File: src/bfb_pkg.sv
// ----------------------------------------------------------------------------
// bfb_pkg
// Shared types and constants of the beacon frame builder: frame layout
// offsets, the fixed RSN element, register indexes and the held request.
// ----------------------------------------------------------------------------
`timescale 1ns / 1ps
`default_nettype none

package bfb_pkg;

    // sequence counter table
    localparam int MAX_NETWORKS = 8;
    localparam int SLOT_W       = 3;
    localparam int SEQ_W        = 16;

    // field widths
    localparam int MAC_W      = 48;
    localparam int CHAN_W     = 8;
    localparam int SSID_LEN_W = 6;
    localparam int SSID_MAX   = 32;
    localparam int SSID_W     = SSID_MAX * 8;
    localparam int WORD_W     = 64;
    localparam int CNT_W      = 4;
    localparam int POS_W      = 7;
    localparam int WIDX_W     = 4;

    // configuration port
    localparam int CFG_IDX_W  = 2;
    localparam int CFG_DATA_W = MAC_W;
    localparam logic [CFG_IDX_W-1:0] REG_DA_ADDR = 2'd0;
    localparam logic [CFG_IDX_W-1:0] REG_CHANNEL = 2'd1;

    localparam logic [MAC_W-1:0]  DA_ADDR_RST = {MAC_W{1'b1}};
    localparam logic [CHAN_W-1:0] CHANNEL_RST = 8'd1;

    // byte offsets in the frame
    localparam logic [POS_W-1:0] OFS_RT_LEN   = 7'd2;
    localparam logic [POS_W-1:0] OFS_FC       = 7'd8;
    localparam logic [POS_W-1:0] OFS_DEST     = 7'd12;
    localparam logic [POS_W-1:0] OFS_SRC      = 7'd18;
    localparam logic [POS_W-1:0] OFS_BSSID    = 7'd24;
    localparam logic [POS_W-1:0] OFS_SEQ_HI   = 7'd30;
    localparam logic [POS_W-1:0] OFS_SEQ_LO   = 7'd31;
    localparam logic [POS_W-1:0] OFS_TSTAMP   = 7'd32;
    localparam logic [POS_W-1:0] OFS_INTERVAL = 7'd40;
    localparam logic [POS_W-1:0] OFS_CAP_LO   = 7'd42;
    localparam logic [POS_W-1:0] OFS_CAP_HI   = 7'd43;
    localparam logic [POS_W-1:0] OFS_SSID_LEN = 7'd45;
    localparam logic [POS_W-1:0] OFS_TAIL     = 7'd46;
    localparam logic [POS_W-1:0] FRAME_FIXED  = 7'd52;
    localparam logic [POS_W-1:0] TRAILER_LEN  = 7'd6;
    localparam logic [POS_W-1:0] RSN_LEN      = 7'd22;
    localparam int RSN_IDX_W = 5;

    // fixed RSN element
    localparam logic [7:0] RSN_ELEM [22] = '{
        8'h30, 8'h14, 8'h01, 8'h00, 8'h00, 8'h0f, 8'hac, 8'h02, 8'h01, 8'h00, 8'h00,
        8'h0f, 8'hac, 8'h02, 8'h01, 8'h00, 8'h00, 8'h0f, 8'hac, 8'h02, 8'h00, 8'h00
    };

    // request held while its words go out
    typedef struct packed {
        logic [SEQ_W-1:0]      seq;
        logic [MAC_W-1:0]      src_mac;
        logic [SSID_W-1:0]     ssid;
        logic [SSID_LEN_W-1:0] ssid_len;
        logic                  wpa;
        logic [POS_W-1:0]      total;
        logic [WIDX_W-1:0]     last_idx;
    } bfb_item_t;

    // sequence counter bump request
    typedef struct packed {
        logic              inc;
        logic [SLOT_W-1:0] slot;
    } bfb_seq_req_t;

endpackage

`default_nettype wire

File: src/bfb_if.sv
// ----------------------------------------------------------------------------
// bfb_if
// Valid/ready channels of the beacon frame builder: request and frame word.
// ----------------------------------------------------------------------------
`timescale 1ns / 1ps
`default_nettype none

interface bfb_req_if;
    import bfb_pkg::*;

    logic                  valid;
    logic                  ready;
    logic [SLOT_W-1:0]     network_slot;
    logic [MAC_W-1:0]      source_mac;
    logic [SSID_LEN_W-1:0] ssid_length;
    logic [WORD_W-1:0]     ssid_bytes_low;
    logic [WORD_W-1:0]     ssid_bytes_second;
    logic [WORD_W-1:0]     ssid_bytes_third;
    logic [WORD_W-1:0]     ssid_bytes_high;
    logic                  wpa_enable;

    modport source (
        output valid, network_slot, source_mac, ssid_length, ssid_bytes_low,
               ssid_bytes_second, ssid_bytes_third, ssid_bytes_high, wpa_enable,
        input  ready
    );
    modport sink (
        input  valid, network_slot, source_mac, ssid_length, ssid_bytes_low,
               ssid_bytes_second, ssid_bytes_third, ssid_bytes_high, wpa_enable,
        output ready
    );
endinterface

interface bfb_word_if;
    import bfb_pkg::*;

    logic              valid;
    logic              ready;
    logic [WORD_W-1:0] frame_word;
    logic [CNT_W-1:0]  byte_count;
    logic              last_word;

    modport source (
        output valid, frame_word, byte_count, last_word,
        input  ready
    );
    modport sink (
        input  valid, frame_word, byte_count, last_word,
        output ready
    );
endinterface

`default_nettype wire

File: src/bfb_seq_table.sv
// ----------------------------------------------------------------------------
// bfb_seq_table
// Per-slot 16-bit sequence counters: read the selected slot, bump it when
// the request is taken.
// ----------------------------------------------------------------------------
`timescale 1ns / 1ps
`default_nettype none

module bfb_seq_table
    import bfb_pkg::*;
(
    input  wire logic             clk,
    input  wire logic             rst_n,
    input  wire logic [SLOT_W-1:0] rd_slot,
    output logic [SEQ_W-1:0]      rd_seq,
    input  wire bfb_seq_req_t     req
);

    logic [SEQ_W-1:0] seq_reg [MAX_NETWORKS];

    // current value of the addressed slot
    assign rd_seq = seq_reg[rd_slot];

    // counter update, wraps at 2^16
    always_ff @(posedge clk or negedge rst_n)
    begin
        if (!rst_n)
        begin
            for (int i = 0; i < MAX_NETWORKS; i++)
            begin
                seq_reg[i] <= '0;
            end
        end
        else if (req.inc)
        begin
            seq_reg[req.slot] <= seq_reg[req.slot] + SEQ_W'(1);
        end
    end

endmodule

`default_nettype wire

File: src/bfb_word_gen.sv
// ----------------------------------------------------------------------------
// bfb_word_gen
// Holds one request, builds the frame eight bytes at a time and drives
// the word channel through an output register.
// ----------------------------------------------------------------------------
`timescale 1ns / 1ps
`default_nettype none

module bfb_word_gen
    import bfb_pkg::*;
(
    input  wire logic              clk,
    input  wire logic              rst_n,
    input  wire logic [MAC_W-1:0]  da_addr,
    input  wire logic [CHAN_W-1:0] channel,
    input  wire logic [SEQ_W-1:0]  seq_value,
    output bfb_seq_req_t           seq_req,
    bfb_req_if.sink                req,
    bfb_word_if.source             frame
);

    bfb_item_t         item_reg;
    logic              item_valid_reg;
    logic [WIDX_W-1:0] widx_reg;

    logic              out_valid_reg;
    logic [WORD_W-1:0] out_word_reg;
    logic [CNT_W-1:0]  out_cnt_reg;
    logic              out_last_reg;

    logic              accept;
    logic              out_load;
    logic              is_last;
    logic [SSID_LEN_W-1:0] len_clamped;
    logic [POS_W-1:0]  total_next;
    logic [WORD_W-1:0] word_next;
    logic [CNT_W-1:0]  cnt_next;

    // one frame byte at a given position
    function automatic logic [7:0] frame_byte(
        input logic [POS_W-1:0]  pos,
        input bfb_item_t         it,
        input logic [MAC_W-1:0]  dmac,
        input logic [CHAN_W-1:0] ch
    );
        logic [POS_W-1:0] t;
        logic [POS_W-1:0] u;
        logic [2:0]       k;
        logic [7:0]       res;
        t   = pos - OFS_TAIL;
        u   = t - POS_W'(it.ssid_len);
        k   = '0;
        res = 8'h00;
        if (pos >= OFS_TAIL)
        begin
            // ssid bytes, then rate and channel elements, then rsn
            if (t < POS_W'(it.ssid_len))
            begin
                res = it.ssid[{t[4:0], 3'b000} +: 8];
            end
            else if (u < TRAILER_LEN)
            begin
                case (u[2:0])
                    3'd0:    res = 8'h01;
                    3'd1:    res = 8'h01;
                    3'd2:    res = 8'h82;
                    3'd3:    res = 8'h03;
                    3'd4:    res = 8'h01;
                    3'd5:    res = ch;
                    default: res = 8'h00;
                endcase
            end
            else if (it.wpa && (u < TRAILER_LEN + RSN_LEN))
            begin
                res = RSN_ELEM[RSN_IDX_W'(u - TRAILER_LEN)];
            end
        end
        else if (pos inside {[OFS_DEST:OFS_SRC - 7'd1]})
        begin
            k   = 3'(pos - OFS_DEST);
            res = dmac[{k, 3'b000} +: 8];
        end
        else if (pos inside {[OFS_SRC:OFS_BSSID - 7'd1]})
        begin
            k   = 3'(pos - OFS_SRC);
            res = it.src_mac[{k, 3'b000} +: 8];
        end
        else if (pos inside {[OFS_BSSID:OFS_SEQ_HI - 7'd1]})
        begin
            k   = 3'(pos - OFS_BSSID);
            res = it.src_mac[{k, 3'b000} +: 8];
        end
        else
        begin
            case (pos)
                OFS_RT_LEN:   res = 8'h08;
                OFS_FC:       res = 8'h80;
                OFS_SEQ_HI:   res = it.seq[15:8];
                OFS_SEQ_LO:   res = it.seq[7:0];
                OFS_TSTAMP:   res = 8'hff;
                OFS_INTERVAL: res = 8'h64;
                OFS_CAP_LO:   res = 8'h01;
                OFS_CAP_HI:   res = 8'h04;
                OFS_SSID_LEN: res = 8'(it.ssid_len);
                default:      res = 8'h00;
            endcase
        end
        return res;
    endfunction

    // handshakes
    assign is_last   = (widx_reg == item_reg.last_idx);
    assign out_load  = item_valid_reg && (!out_valid_reg || frame.ready);
    assign req.ready = !item_valid_reg || (out_load && is_last);
    assign accept    = req.valid && req.ready;

    assign seq_req.inc  = accept;
    assign seq_req.slot = req.network_slot;

    // request length and frame size
    always_comb
    begin
        len_clamped = (req.ssid_length > SSID_LEN_W'(SSID_MAX)) ?
                      SSID_LEN_W'(SSID_MAX) : req.ssid_length;
        total_next  = FRAME_FIXED + POS_W'(len_clamped) +
                      (req.wpa_enable ? RSN_LEN : '0);
    end

    // current word, one byte lane each
    always_comb
    begin
        for (int b = 0; b < 8; b++)
        begin
            word_next[b*8 +: 8] = frame_byte({widx_reg, 3'(b)}, item_reg, da_addr, channel);
        end
        if (is_last && (item_reg.total[2:0] != 3'd0))
        begin
            cnt_next = CNT_W'(item_reg.total[2:0]);
        end
        else
        begin
            cnt_next = CNT_W'(8);
        end
    end

    // held request and word index
    always_ff @(posedge clk or negedge rst_n)
    begin
        if (!rst_n)
        begin
            item_valid_reg <= 1'b0;
            widx_reg       <= '0;
        end
        else if (accept)
        begin
            item_valid_reg <= 1'b1;
            widx_reg       <= '0;
        end
        else if (out_load)
        begin
            item_valid_reg <= !is_last;
            widx_reg       <= widx_reg + WIDX_W'(1);
        end
    end

    always_ff @(posedge clk)
    begin
        if (accept)
        begin
            item_reg.seq      <= seq_value;
            item_reg.src_mac  <= req.source_mac;
            item_reg.ssid     <= {req.ssid_bytes_high, req.ssid_bytes_third,
                                  req.ssid_bytes_second, req.ssid_bytes_low};
            item_reg.ssid_len <= len_clamped;
            item_reg.wpa      <= req.wpa_enable;
            item_reg.total    <= total_next;
            item_reg.last_idx <= WIDX_W'((total_next - 7'd1) >> 3);
        end
    end

    // output register
    always_ff @(posedge clk or negedge rst_n)
    begin
        if (!rst_n)
        begin
            out_valid_reg <= 1'b0;
        end
        else if (out_load)
        begin
            out_valid_reg <= 1'b1;
        end
        else if (frame.ready)
        begin
            out_valid_reg <= 1'b0;
        end
    end

    always_ff @(posedge clk)
    begin
        if (out_load)
        begin
            out_word_reg <= word_next;
            out_cnt_reg  <= cnt_next;
            out_last_reg <= is_last;
        end
    end

    assign frame.valid      = out_valid_reg;
    assign frame.frame_word = out_word_reg;
    assign frame.byte_count = out_cnt_reg;
    assign frame.last_word  = out_last_reg;

    // checks
    a_widx_in_frame: assert property (@(posedge clk) disable iff (!rst_n)
        item_valid_reg |-> (widx_reg <= item_reg.last_idx))
        else $error("word index ran past the end of the frame");

    a_min_frame: assert property (@(posedge clk) disable iff (!rst_n)
        item_valid_reg |-> (item_reg.last_idx >= WIDX_W'(6)))
        else $error("frame shorter than seven words");

    a_full_inner: assert property (@(posedge clk) disable iff (!rst_n)
        (out_valid_reg && !out_last_reg) |-> (out_cnt_reg == CNT_W'(8)))
        else $error("partial word before the end of a frame");

    a_accept_start: assert property (@(posedge clk) disable iff (!rst_n)
        accept |=> (item_valid_reg && (widx_reg == '0)))
        else $error("request taken but frame did not start at word zero");

endmodule

`default_nettype wire

File: src/beacon_frame_builder_unit.sv
// ----------------------------------------------------------------------------
// beacon_frame_builder_unit
// Builds a radiotap-prefixed 802.11 beacon per request and streams it as
// 64-bit words, earliest byte in the low bits.
//
//   channel  dir  handshake     beat
//   req      in   valid/ready   one beacon request
//   frame    out  valid/ready   one frame word, 1..8 bytes, last flag
//   wr_*     in   wr_en only    one register write (0 dest addr, 1 channel)
//
// A frame of 52 + ssid length (+22 with rsn) bytes leaves as 7 to 14 words,
// one per cycle, set by the single word builder behind the held request.
// The next request is taken in the cycle its predecessor's last word loads
// into the output register, so frames follow each other with no gap.
// Output stalls hold the word register; the request side stalls with it.
// Reset clears the sequence counters and sets broadcast and channel 1.
// ----------------------------------------------------------------------------
`timescale 1ns / 1ps
`default_nettype none

module beacon_frame_builder_unit
    import bfb_pkg::*;
(
    input  wire logic                  clk,
    input  wire logic                  rst_n,
    input  wire logic                  wr_en,
    input  wire logic [CFG_IDX_W-1:0]  wr_index,
    input  wire logic [CFG_DATA_W-1:0] wr_data,
    bfb_req_if.sink                    req,
    bfb_word_if.source                 frame
);

    logic [MAC_W-1:0]  da_addr_reg;
    logic [CHAN_W-1:0] channel_reg;
    logic [SEQ_W-1:0]  seq_value;
    bfb_seq_req_t      seq_req;

    // configuration registers
    always_ff @(posedge clk or negedge rst_n)
    begin
        if (!rst_n)
        begin
            da_addr_reg <= DA_ADDR_RST;
            channel_reg <= CHANNEL_RST;
        end
        else if (wr_en)
        begin
            case (wr_index)
                REG_DA_ADDR: da_addr_reg <= wr_data[MAC_W-1:0];
                REG_CHANNEL: channel_reg <= wr_data[CHAN_W-1:0];
                default:     ;
            endcase
        end
    end

    // per-slot sequence numbers
    bfb_seq_table u_seq_table (
        .clk     (clk),
        .rst_n   (rst_n),
        .rd_slot (req.network_slot),
        .rd_seq  (seq_value),
        .req     (seq_req)
    );

    // frame assembly and word output
    bfb_word_gen u_word_gen (
        .clk       (clk),
        .rst_n     (rst_n),
        .da_addr   (da_addr_reg),
        .channel   (channel_reg),
        .seq_value (seq_value),
        .seq_req   (seq_req),
        .req       (req),
        .frame     (frame)
    );

endmodule

`default_nettype wire
File: src/flat_wrapper.sv
// flat-port wrapper written by rule: the top's interface ports become plain ports
module beacon_frame_builder_unit_flat import bfb_pkg::*;
  (clk, rst_n, wr_en, wr_index, wr_data, req_valid, req_network_slot, req_source_mac, req_ssid_length, req_ssid_bytes_low, req_ssid_bytes_second, req_ssid_bytes_third, req_ssid_bytes_high, req_wpa_enable, req_ready, frame_valid, frame_frame_word, frame_byte_count, frame_last_word, frame_ready);
  bfb_req_if req_i ();
  bfb_word_if frame_i ();
  input  wire logic clk;
  input  wire logic rst_n;
  input  wire logic wr_en;
  input  wire logic [CFG_IDX_W-1:0] wr_index;
  input  wire logic [CFG_DATA_W-1:0] wr_data;
  input wire logic [$bits(req_i.valid)-1:0] req_valid;
  input wire logic [$bits(req_i.network_slot)-1:0] req_network_slot;
  input wire logic [$bits(req_i.source_mac)-1:0] req_source_mac;
  input wire logic [$bits(req_i.ssid_length)-1:0] req_ssid_length;
  input wire logic [$bits(req_i.ssid_bytes_low)-1:0] req_ssid_bytes_low;
  input wire logic [$bits(req_i.ssid_bytes_second)-1:0] req_ssid_bytes_second;
  input wire logic [$bits(req_i.ssid_bytes_third)-1:0] req_ssid_bytes_third;
  input wire logic [$bits(req_i.ssid_bytes_high)-1:0] req_ssid_bytes_high;
  input wire logic [$bits(req_i.wpa_enable)-1:0] req_wpa_enable;
  output wire logic [$bits(req_i.ready)-1:0] req_ready;
  output wire logic [$bits(frame_i.valid)-1:0] frame_valid;
  output wire logic [$bits(frame_i.frame_word)-1:0] frame_frame_word;
  output wire logic [$bits(frame_i.byte_count)-1:0] frame_byte_count;
  output wire logic [$bits(frame_i.last_word)-1:0] frame_last_word;
  input wire logic [$bits(frame_i.ready)-1:0] frame_ready;
  assign req_i.valid = req_valid;
  assign req_i.network_slot = req_network_slot;
  assign req_i.source_mac = req_source_mac;
  assign req_i.ssid_length = req_ssid_length;
  assign req_i.ssid_bytes_low = req_ssid_bytes_low;
  assign req_i.ssid_bytes_second = req_ssid_bytes_second;
  assign req_i.ssid_bytes_third = req_ssid_bytes_third;
  assign req_i.ssid_bytes_high = req_ssid_bytes_high;
  assign req_i.wpa_enable = req_wpa_enable;
  assign req_ready = req_i.ready;
  assign frame_valid = frame_i.valid;
  assign frame_frame_word = frame_i.frame_word;
  assign frame_byte_count = frame_i.byte_count;
  assign frame_last_word = frame_i.last_word;
  assign frame_i.ready = frame_ready;
  beacon_frame_builder_unit u_core (.clk(clk), .rst_n(rst_n), .wr_en(wr_en), .wr_index(wr_index), .wr_data(wr_data), .req(req_i), .frame(frame_i));
endmodule
File: config.mk
export PLATFORM = sky130hd
export DESIGN_NAME = beacon_frame_builder_unit_flat
export DESIGN_NICKNAME = d
export VERILOG_FILES = /design/src/bfb_pkg.sv /design/src/bfb_if.sv /design/src/bfb_seq_table.sv /design/src/bfb_word_gen.sv /design/src/beacon_frame_builder_unit.sv /design/src/flat_wrapper.sv
export SDC_FILE = /design/constraint.sdc
export NUM_CORES = 1
export LEC_CHECK = 0
export BUFFER_PORTS_ARGS = -buffer_cell sky130_fd_sc_hd__buf_2
export CAP_MARGIN = 20
export CELL_PAD_IN_SITES_DETAIL_PLACEMENT = 1
export CELL_PAD_IN_SITES_GLOBAL_PLACEMENT = 1
export CORE_MARGIN = 2
export CORE_UTILIZATION = 40
export CTS_CLUSTER_SIZE = 28
export DETAILED_ROUTE_END_ITERATION = 10
export PLACE_DENSITY = 0.8
export SLEW_MARGIN = 20
export SYNTH_ARGS = -nofsm -noshare
export SYNTH_HDL_FRONTEND = slang
export SYNTH_HIERARCHICAL = 1
export SYNTH_SLANG_ARGS = --single-unit
export TNS_END_PERCENT = 100
File: constraint.sdc
create_clock -name clk -period 15.3 [get_ports clk]
set_input_delay 0.765 -clock clk [delete_from_list [all_inputs] [get_ports clk]]
set_output_delay 0.765 -clock clk [all_outputs]
set_load 0.01 [all_outputs]
# After elaboration in Yosys (flattened, before gate mapping)
# Memories as Yosys holds them, arrays and structs flattened.
# Cells that the tools add are included.
# word_totals
wordCells,429
output_inout_bits,71
in_bits,369
rom_bits,2048
n_memories,8
regBits,593
# classes
order_cmp,91
bitwise,9
shifts,32
mux,101
n_reduce_logical,65
eq_ne,46
n_addsub,53
# memory_table
memory,words,word_bits,rd,rd_clocked_by_memory_dff,wr,line_no,source
(name not given),32,8,1,0,0,bfb_word_gen.sv:75,res = RSN_ELEM[RSN_IDX_W'(u - TRAILER_LEN)];
(name not given),32,8,1,0,0,bfb_word_gen.sv:75,
(name not given),32,8,1,0,0,bfb_word_gen.sv:75,
(name not given),32,8,1,0,0,bfb_word_gen.sv:75,
(name not given),32,8,1,0,0,bfb_word_gen.sv:75,
(name not given),32,8,1,0,0,bfb_word_gen.sv:75,
2 more memories,n/a,n/a,n/a,n/a,n/a,n/a,
# op_table
cell,count
256-bit by 9-bit indexed part select with 8-bit output,8
48-bit by 7-bit indexed part select with 8-bit output,24
8-bit two-way mux,74
8-bit case mux with 4 select lines,8
"7-bit by 5-bit less-or-equal comparator with 1-bit output, second input constant",24
128-bit bitwise mux,1
"7-bit by 5-bit greater-or-equal comparator with 1-bit output, second input constant",16
"7-bit by 4-bit greater-or-equal comparator with 1-bit output, second input constant",8
"7-bit by 6-bit greater-or-equal comparator with 1-bit output, second input constant",8
"7-bit by 3-bit less-than comparator with 1-bit output, second input constant",8
"7-bit by 5-bit less-than comparator with 1-bit output, second input constant",8
7-bit by 6-bit less-than comparator with 1-bit output,8
7-bit by 6-bit subtractor with 7-bit output,8
"7-bit by 6-bit subtractor with 7-bit output, second input constant",8
16-bit binary-select mux with 3-bit select,1
16-bit demux with 3-bit select,1
"3-bit by 2-bit equality test with 1-bit output, second input constant",16
"3-bit equality test, second input constant",16
"6-bit greater-or-equal comparator, second input constant",8
16-bit two-way mux,3
5-bit inverter with 6-bit output,8
"5-bit by 3-bit subtractor with 5-bit output, second input constant",8
1-bit logical AND,37
"3-bit by 1-bit equality test with 1-bit output, second input constant",8
39 further kinds,80

# Logic depth before layout (Yosys ltp)
# depth
ltp_word,11
mapped_depth,17
mapped_depth_nobuf,13

# Cells and area by module
# Netlist, hierarchy kept.
# modules_own_cells
mod,area_each_um2,seq_area_each_um2,instances,cells_each
bfb_word_gen,20918.8,12221.7,1,1608
bfb_seq_table,6772.7,3203.1,1,569
beacon_frame_builder_unit,2153.3,1462.7,1,119

# Worst setup path before layout
# No wires, ideal clock.
# synth_path
path_type,register -> register
from,register u_core.u_word_gen.widx_reg[2]
to,register u_core/u_seq_table/seq_reg[66] (netlist name)
required_time_ns,15.160
setup_slack_ns,2.650
stages_incl_launch_ff,14
setup_time_ns,0.140
path_buffers,4
arrival_ns,12.510
synth_period_minus_slack_ns,12.650
cell_sequence,dfrtp_1 > clkbuf_1 > xor2_1 > nor4_1 > nand2_1 > nand2_1 > and2_1 > clkbuf_1 > buf_4 > nor2b_1 > nand3_1 > clkbuf_1 > nand2_1 > o21ai_0
# synth_via
elab_chain_len,4
# synth_lines
element,line_no,source
from (decl),bfb_word_gen.sv:24,logic [WIDX_W-1:0] widx_reg;
from (signal assigned),bfb_word_gen.sv:162,widx_reg <= widx_reg + WIDX_W'(1);
4-bit equality test,bfb_word_gen.sv:112,assign is_last = (widx_reg == item_reg.last_idx);
via u_core.u_word_gen.is_last,bfb_word_gen.sv:33,logic is_last;
1-bit logical AND,bfb_word_gen.sv:114,assign req.ready = !item_valid_reg || (out_load && is_last);
1-bit logical OR,bfb_word_gen.sv:114,
via req_ready,flat_wrapper.sv:20,output wire logic [$bits(req_i.ready)-1:0] req_ready;
1-bit logical AND,bfb_word_gen.sv:115,assign accept = req.valid && req.ready;
via u_core.u_word_gen.accept,bfb_word_gen.sv:31,logic accept;
"to (signal, indexed assignment)",bfb_seq_table.sv:36,seq_reg[req.slot] <= seq_reg[req.slot] + SEQ_W'(1);
to (decl),bfb_seq_table.sv:19,logic [SEQ_W-1:0] seq_reg [MAX_NETWORKS];
# The timed path passes the listed nets, and every way through them passes these cells.
# A chain may end at the register's enable or synchronous reset.

==> run metrics <==
outcome=finished, final reports clean; CP endpoint kind=flop; DRT antenna net count=0; initial antenna violation count=25; final core occ=0.4732; area delta synth->final=17.63%; largest family of logic cells by synthesized area=multiplexers; met2 Usage GRT=0.4884; Die Wd=277.2 microns; Synth Area in Compound Gates=0.1267; setup TNS=0 ns; Routed WL per cell=about 31 microns; CP arrival=roughly 5.4 ns; Slew Viols, Final=0; main flop type after synthesis=edfxtp_1; largest net degree at the start of global routing=75; Seq pwr share=0.331; CTS Buffer Depth=3; Placer Congestion=a little under 1; TritonCTS clock tree=done; mux contribution to synthesized area=0.1413; share of layout cells above drive strength 1=0.3203; initial core utilization=0.4022; I/O pin count=440; nets=about 3100; wire length of the first global-routing pass=~160000 microns; Mean Syn Cell Area=between 10 and 15 sq um; number of distinct library cells after synthesis=around 100; register area share after synthesis=0.5658; global route overflow=0; reg-to-reg endpoint=u_core/u_word_gen/item_reg[134]$_DFFE_PP_; R2R Setup Slk=between 10 and 15 ns; Fmax achieved=between 150 and 200 MHz; synth warn=6; most common cell after layout, fill and taps aside=buf_2; DIE AREA=~77000 sq um; Worst VDD drop=slightly above 0.1 mV; NetSw=about 2.7 mW; DRC=0; Synth Area in Simple Gates=0.08724; Sw Share=0.4105; met3 usage=0.05855; H-tree level count=3; clock-pin slew on the worst setup and hold paths=roughly 0.060 ns; Post-DP Area=32870 sq um; vias in the first global route=24051; row count=100; worst-path fanout max=67; cts hold-fix bufs=0; RSZ-0062 raised after global routing=false; xor/xnor cell area share of the yosys netlist=0.02331; leakage power=13.42 nW; pwr dens=between 150 and 200 nW/um^2; Core Footprint=between 70000 and 80000 sq um; via-per-instance ratio=6.170; Routed WL=approximately 110000 microns; hold slack=a little under 0.2 ns; post-route clock period utilization=0.3362; worst-margin pin slew=~1.1 ns; cell area after layout=around 35000 sq um; R2R cell count=8; synthesized area=between 20000 and 30000 sq um; Crit path required time=approximately 16 ns; most frequent cells in the layout=buf_2 (437), edfxtp_1 (402), nand2_1 (229), o21ai_0 (201), dfrtp_1 (139); Post-synth EDFFs=~400; Gate Count Post-Synth=2296; Setup crit start kind=flop; reg-to-reg startpoint=u_core/u_word_gen/widx_reg[0]$_DFFE_PN0P_; worst hold path class=input port to asynchronous set/reset pin; root buf cell=clkbuf_16; Top Usage Layer GRT=met2; Clock Skew=0.04037 ns; die height=approximately 280 microns; later-pin clock latency in the skew report=roughly 0.64 ns; power share of the combinational group=0.424; final setup fails=0; input/output buffers=439; flops & latches, synth=592; MaxCap Viol Count=0; Post-CTS Setup Repair Bufs=0; Tmin final=just over 5 ns; Tot Pwr=approximately 6.7 mW; met1 Use GR=0.3612; total number of vias=~23000; relative slew slack=0.2804; DP Wirelength=between 80000 and 90000 microns; Largest register FFs=between 300 and 400; First-pass DRT Iterations=5; Async S/R FF share, synth=0.3209; Synth Area in Adders=0.02482; syn nets=between 2000 and 3000; clock power share=0.245; Starting DRT DRC Count=2419; Sink Count=~590; gr usage total=0.2923; final hold viol count=0; internal power=just under 4 mW; Num CTS Buffers=68; FILL cells=between 7000 and 8000; Setup Crit Path Kind=flop to flop; cts repair resizes=0
-- critical path: stages, from the launching register on --
cell	delay (ns)
dfrtp_4	0.86
xor2_1	0.17
nor4_2	0.51
nand2_1	0.12
nand2_1	0.13
and2_4	0.50
buf_4	0.74
buf_4	0.80
buf_4	0.83
-- power groups by stage --
stage	combinational (mW)	clock [mW]	sequential (mW)
after detailed placement	2.74	0	2.23
after CTS	2.77	1.66	2.21
after global placement	2.68	0	2.22
final	2.84	1.63	2.21
after global routing	2.98	1.72	2.23
after floorplan	1.75	0	2.21
-- worst max path at each step --
| stage | from | slack, ns | cells past startpoint | endpoint |
|---|---|---|---|---|
| detailed placement | u_core/u_word_gen/widx_reg[0]$_DFFE_PN0P_ | 9.87 | 8 | u_core/u_word_gen/item_reg[210]$_DFFE_PP_ |
| global route | u_core/u_word_gen/widx_reg[0]$_DFFE_PN0P_ | 9.76 | 8 | u_core/u_word_gen/item_reg[243]$_DFFE_PP_ |
| CTS | u_core/u_word_gen/widx_reg[0]$_DFFE_PN0P_ | 9.83 | 8 | u_core/u_word_gen/item_reg[134]$_DFFE_PP_ |
| global placement | u_core/u_word_gen/widx_reg[0]$_DFFE_PN0P_ | 10.17 | 8 | u_core/u_word_gen/item_reg[210]$_DFFE_PP_ |
| finish | u_core/u_word_gen/widx_reg[0]$_DFFE_PN0P_ | 10.16 | 8 | u_core/u_word_gen/item_reg[134]$_DFFE_PP_ |
| floorplan | u_core/u_word_gen/widx_reg[2]$_DFFE_PN0P_ | 2.65 | 13 | u_core/u_seq_table/seq_reg[66]$_DFFE_PN0P_ |
-- logic make-up after synthesis --
group / Yosys count
flip-flops: 592
AO/OA/AOI/OAI: 583
AND/OR/NAND/NOR: 546
multiplexers: 248
buffers and inverters: 205
XOR/XNOR: 64
adder cells (fa/ha/maj): 58
-- routing by layer --
metal,vias up,wire length (microns)
met3,328,9328
met2,1236,56190
met4,14,6176
met1,11783,42600
met5,-,102
li1,9627,-
-- synth_stat cells, types with 8 or more instances --
library cell    n  share of area
nand4_1        10         0.0021
a221o_1         8         0.0027
nand2b_1       15         0.0031
nor2_1        116          0.015
a211oi_1       12         0.0030
nand2_1       229          0.029
and3_1         19         0.0040
a22oi_1        59          0.015
nand3_1        41         0.0069
a21o_1         14         0.0035
o211ai_1       11         0.0028
and2_1         14         0.0029
mux2_2         65          0.025
o21ai_0       201          0.034
a31oi_1        25         0.0052
buf_4           9         0.0023
dfrtp_1       141           0.12
mux2i_1        33          0.011
clkbuf_1      101          0.013
edfxtp_1      402           0.40
or3_1           9         0.0019
xnor2_1        31         0.0091
xnor2_2        13         0.0071
nor2b_1        29         0.0061
a21oi_1        79          0.013
buf_6           8         0.0030
buf_1           8         0.0010
o22ai_1        15         0.0031
inv_1          39         0.0049
nor3_2         10         0.0034
xor2_1         16         0.0047
a32oi_1        14         0.0041
dfstp_2        49          0.043
mux4_2        122          0.092
nor3_1         21         0.0035
mux2_1         21         0.0079
ha_1           56          0.023
a221oi_1       36          0.011
o21ai_1        31         0.0052
buf_2          31         0.0052
-- through the flow --
step           setup WS, ns  instances
6_report              10.16       3726
2_1_floorplan         2.650       2296
3_3_place_gp          10.17       3586
4_1_cts               9.826       3710
5_1_grt               9.762       3725
3_5_place_dp          9.867       3586
-- final cells by class --
type	instances	area, sq um	area share
Multi-Input combinational cell	1499	12090	0.3443
Inverter	46	172.7	0.004918
Sequential cell	592	16900	0.4813
Timing Repair Buffer	480	2514	0.07160
Clock inverter	34	347.8	0.009908
Clock buffer	90	1837	0.05232
Antenna cell	16	40.04	0.001140
Tap cell	969	1212	0.03454
Note: power is estimated with default switching activity, not from simulation.
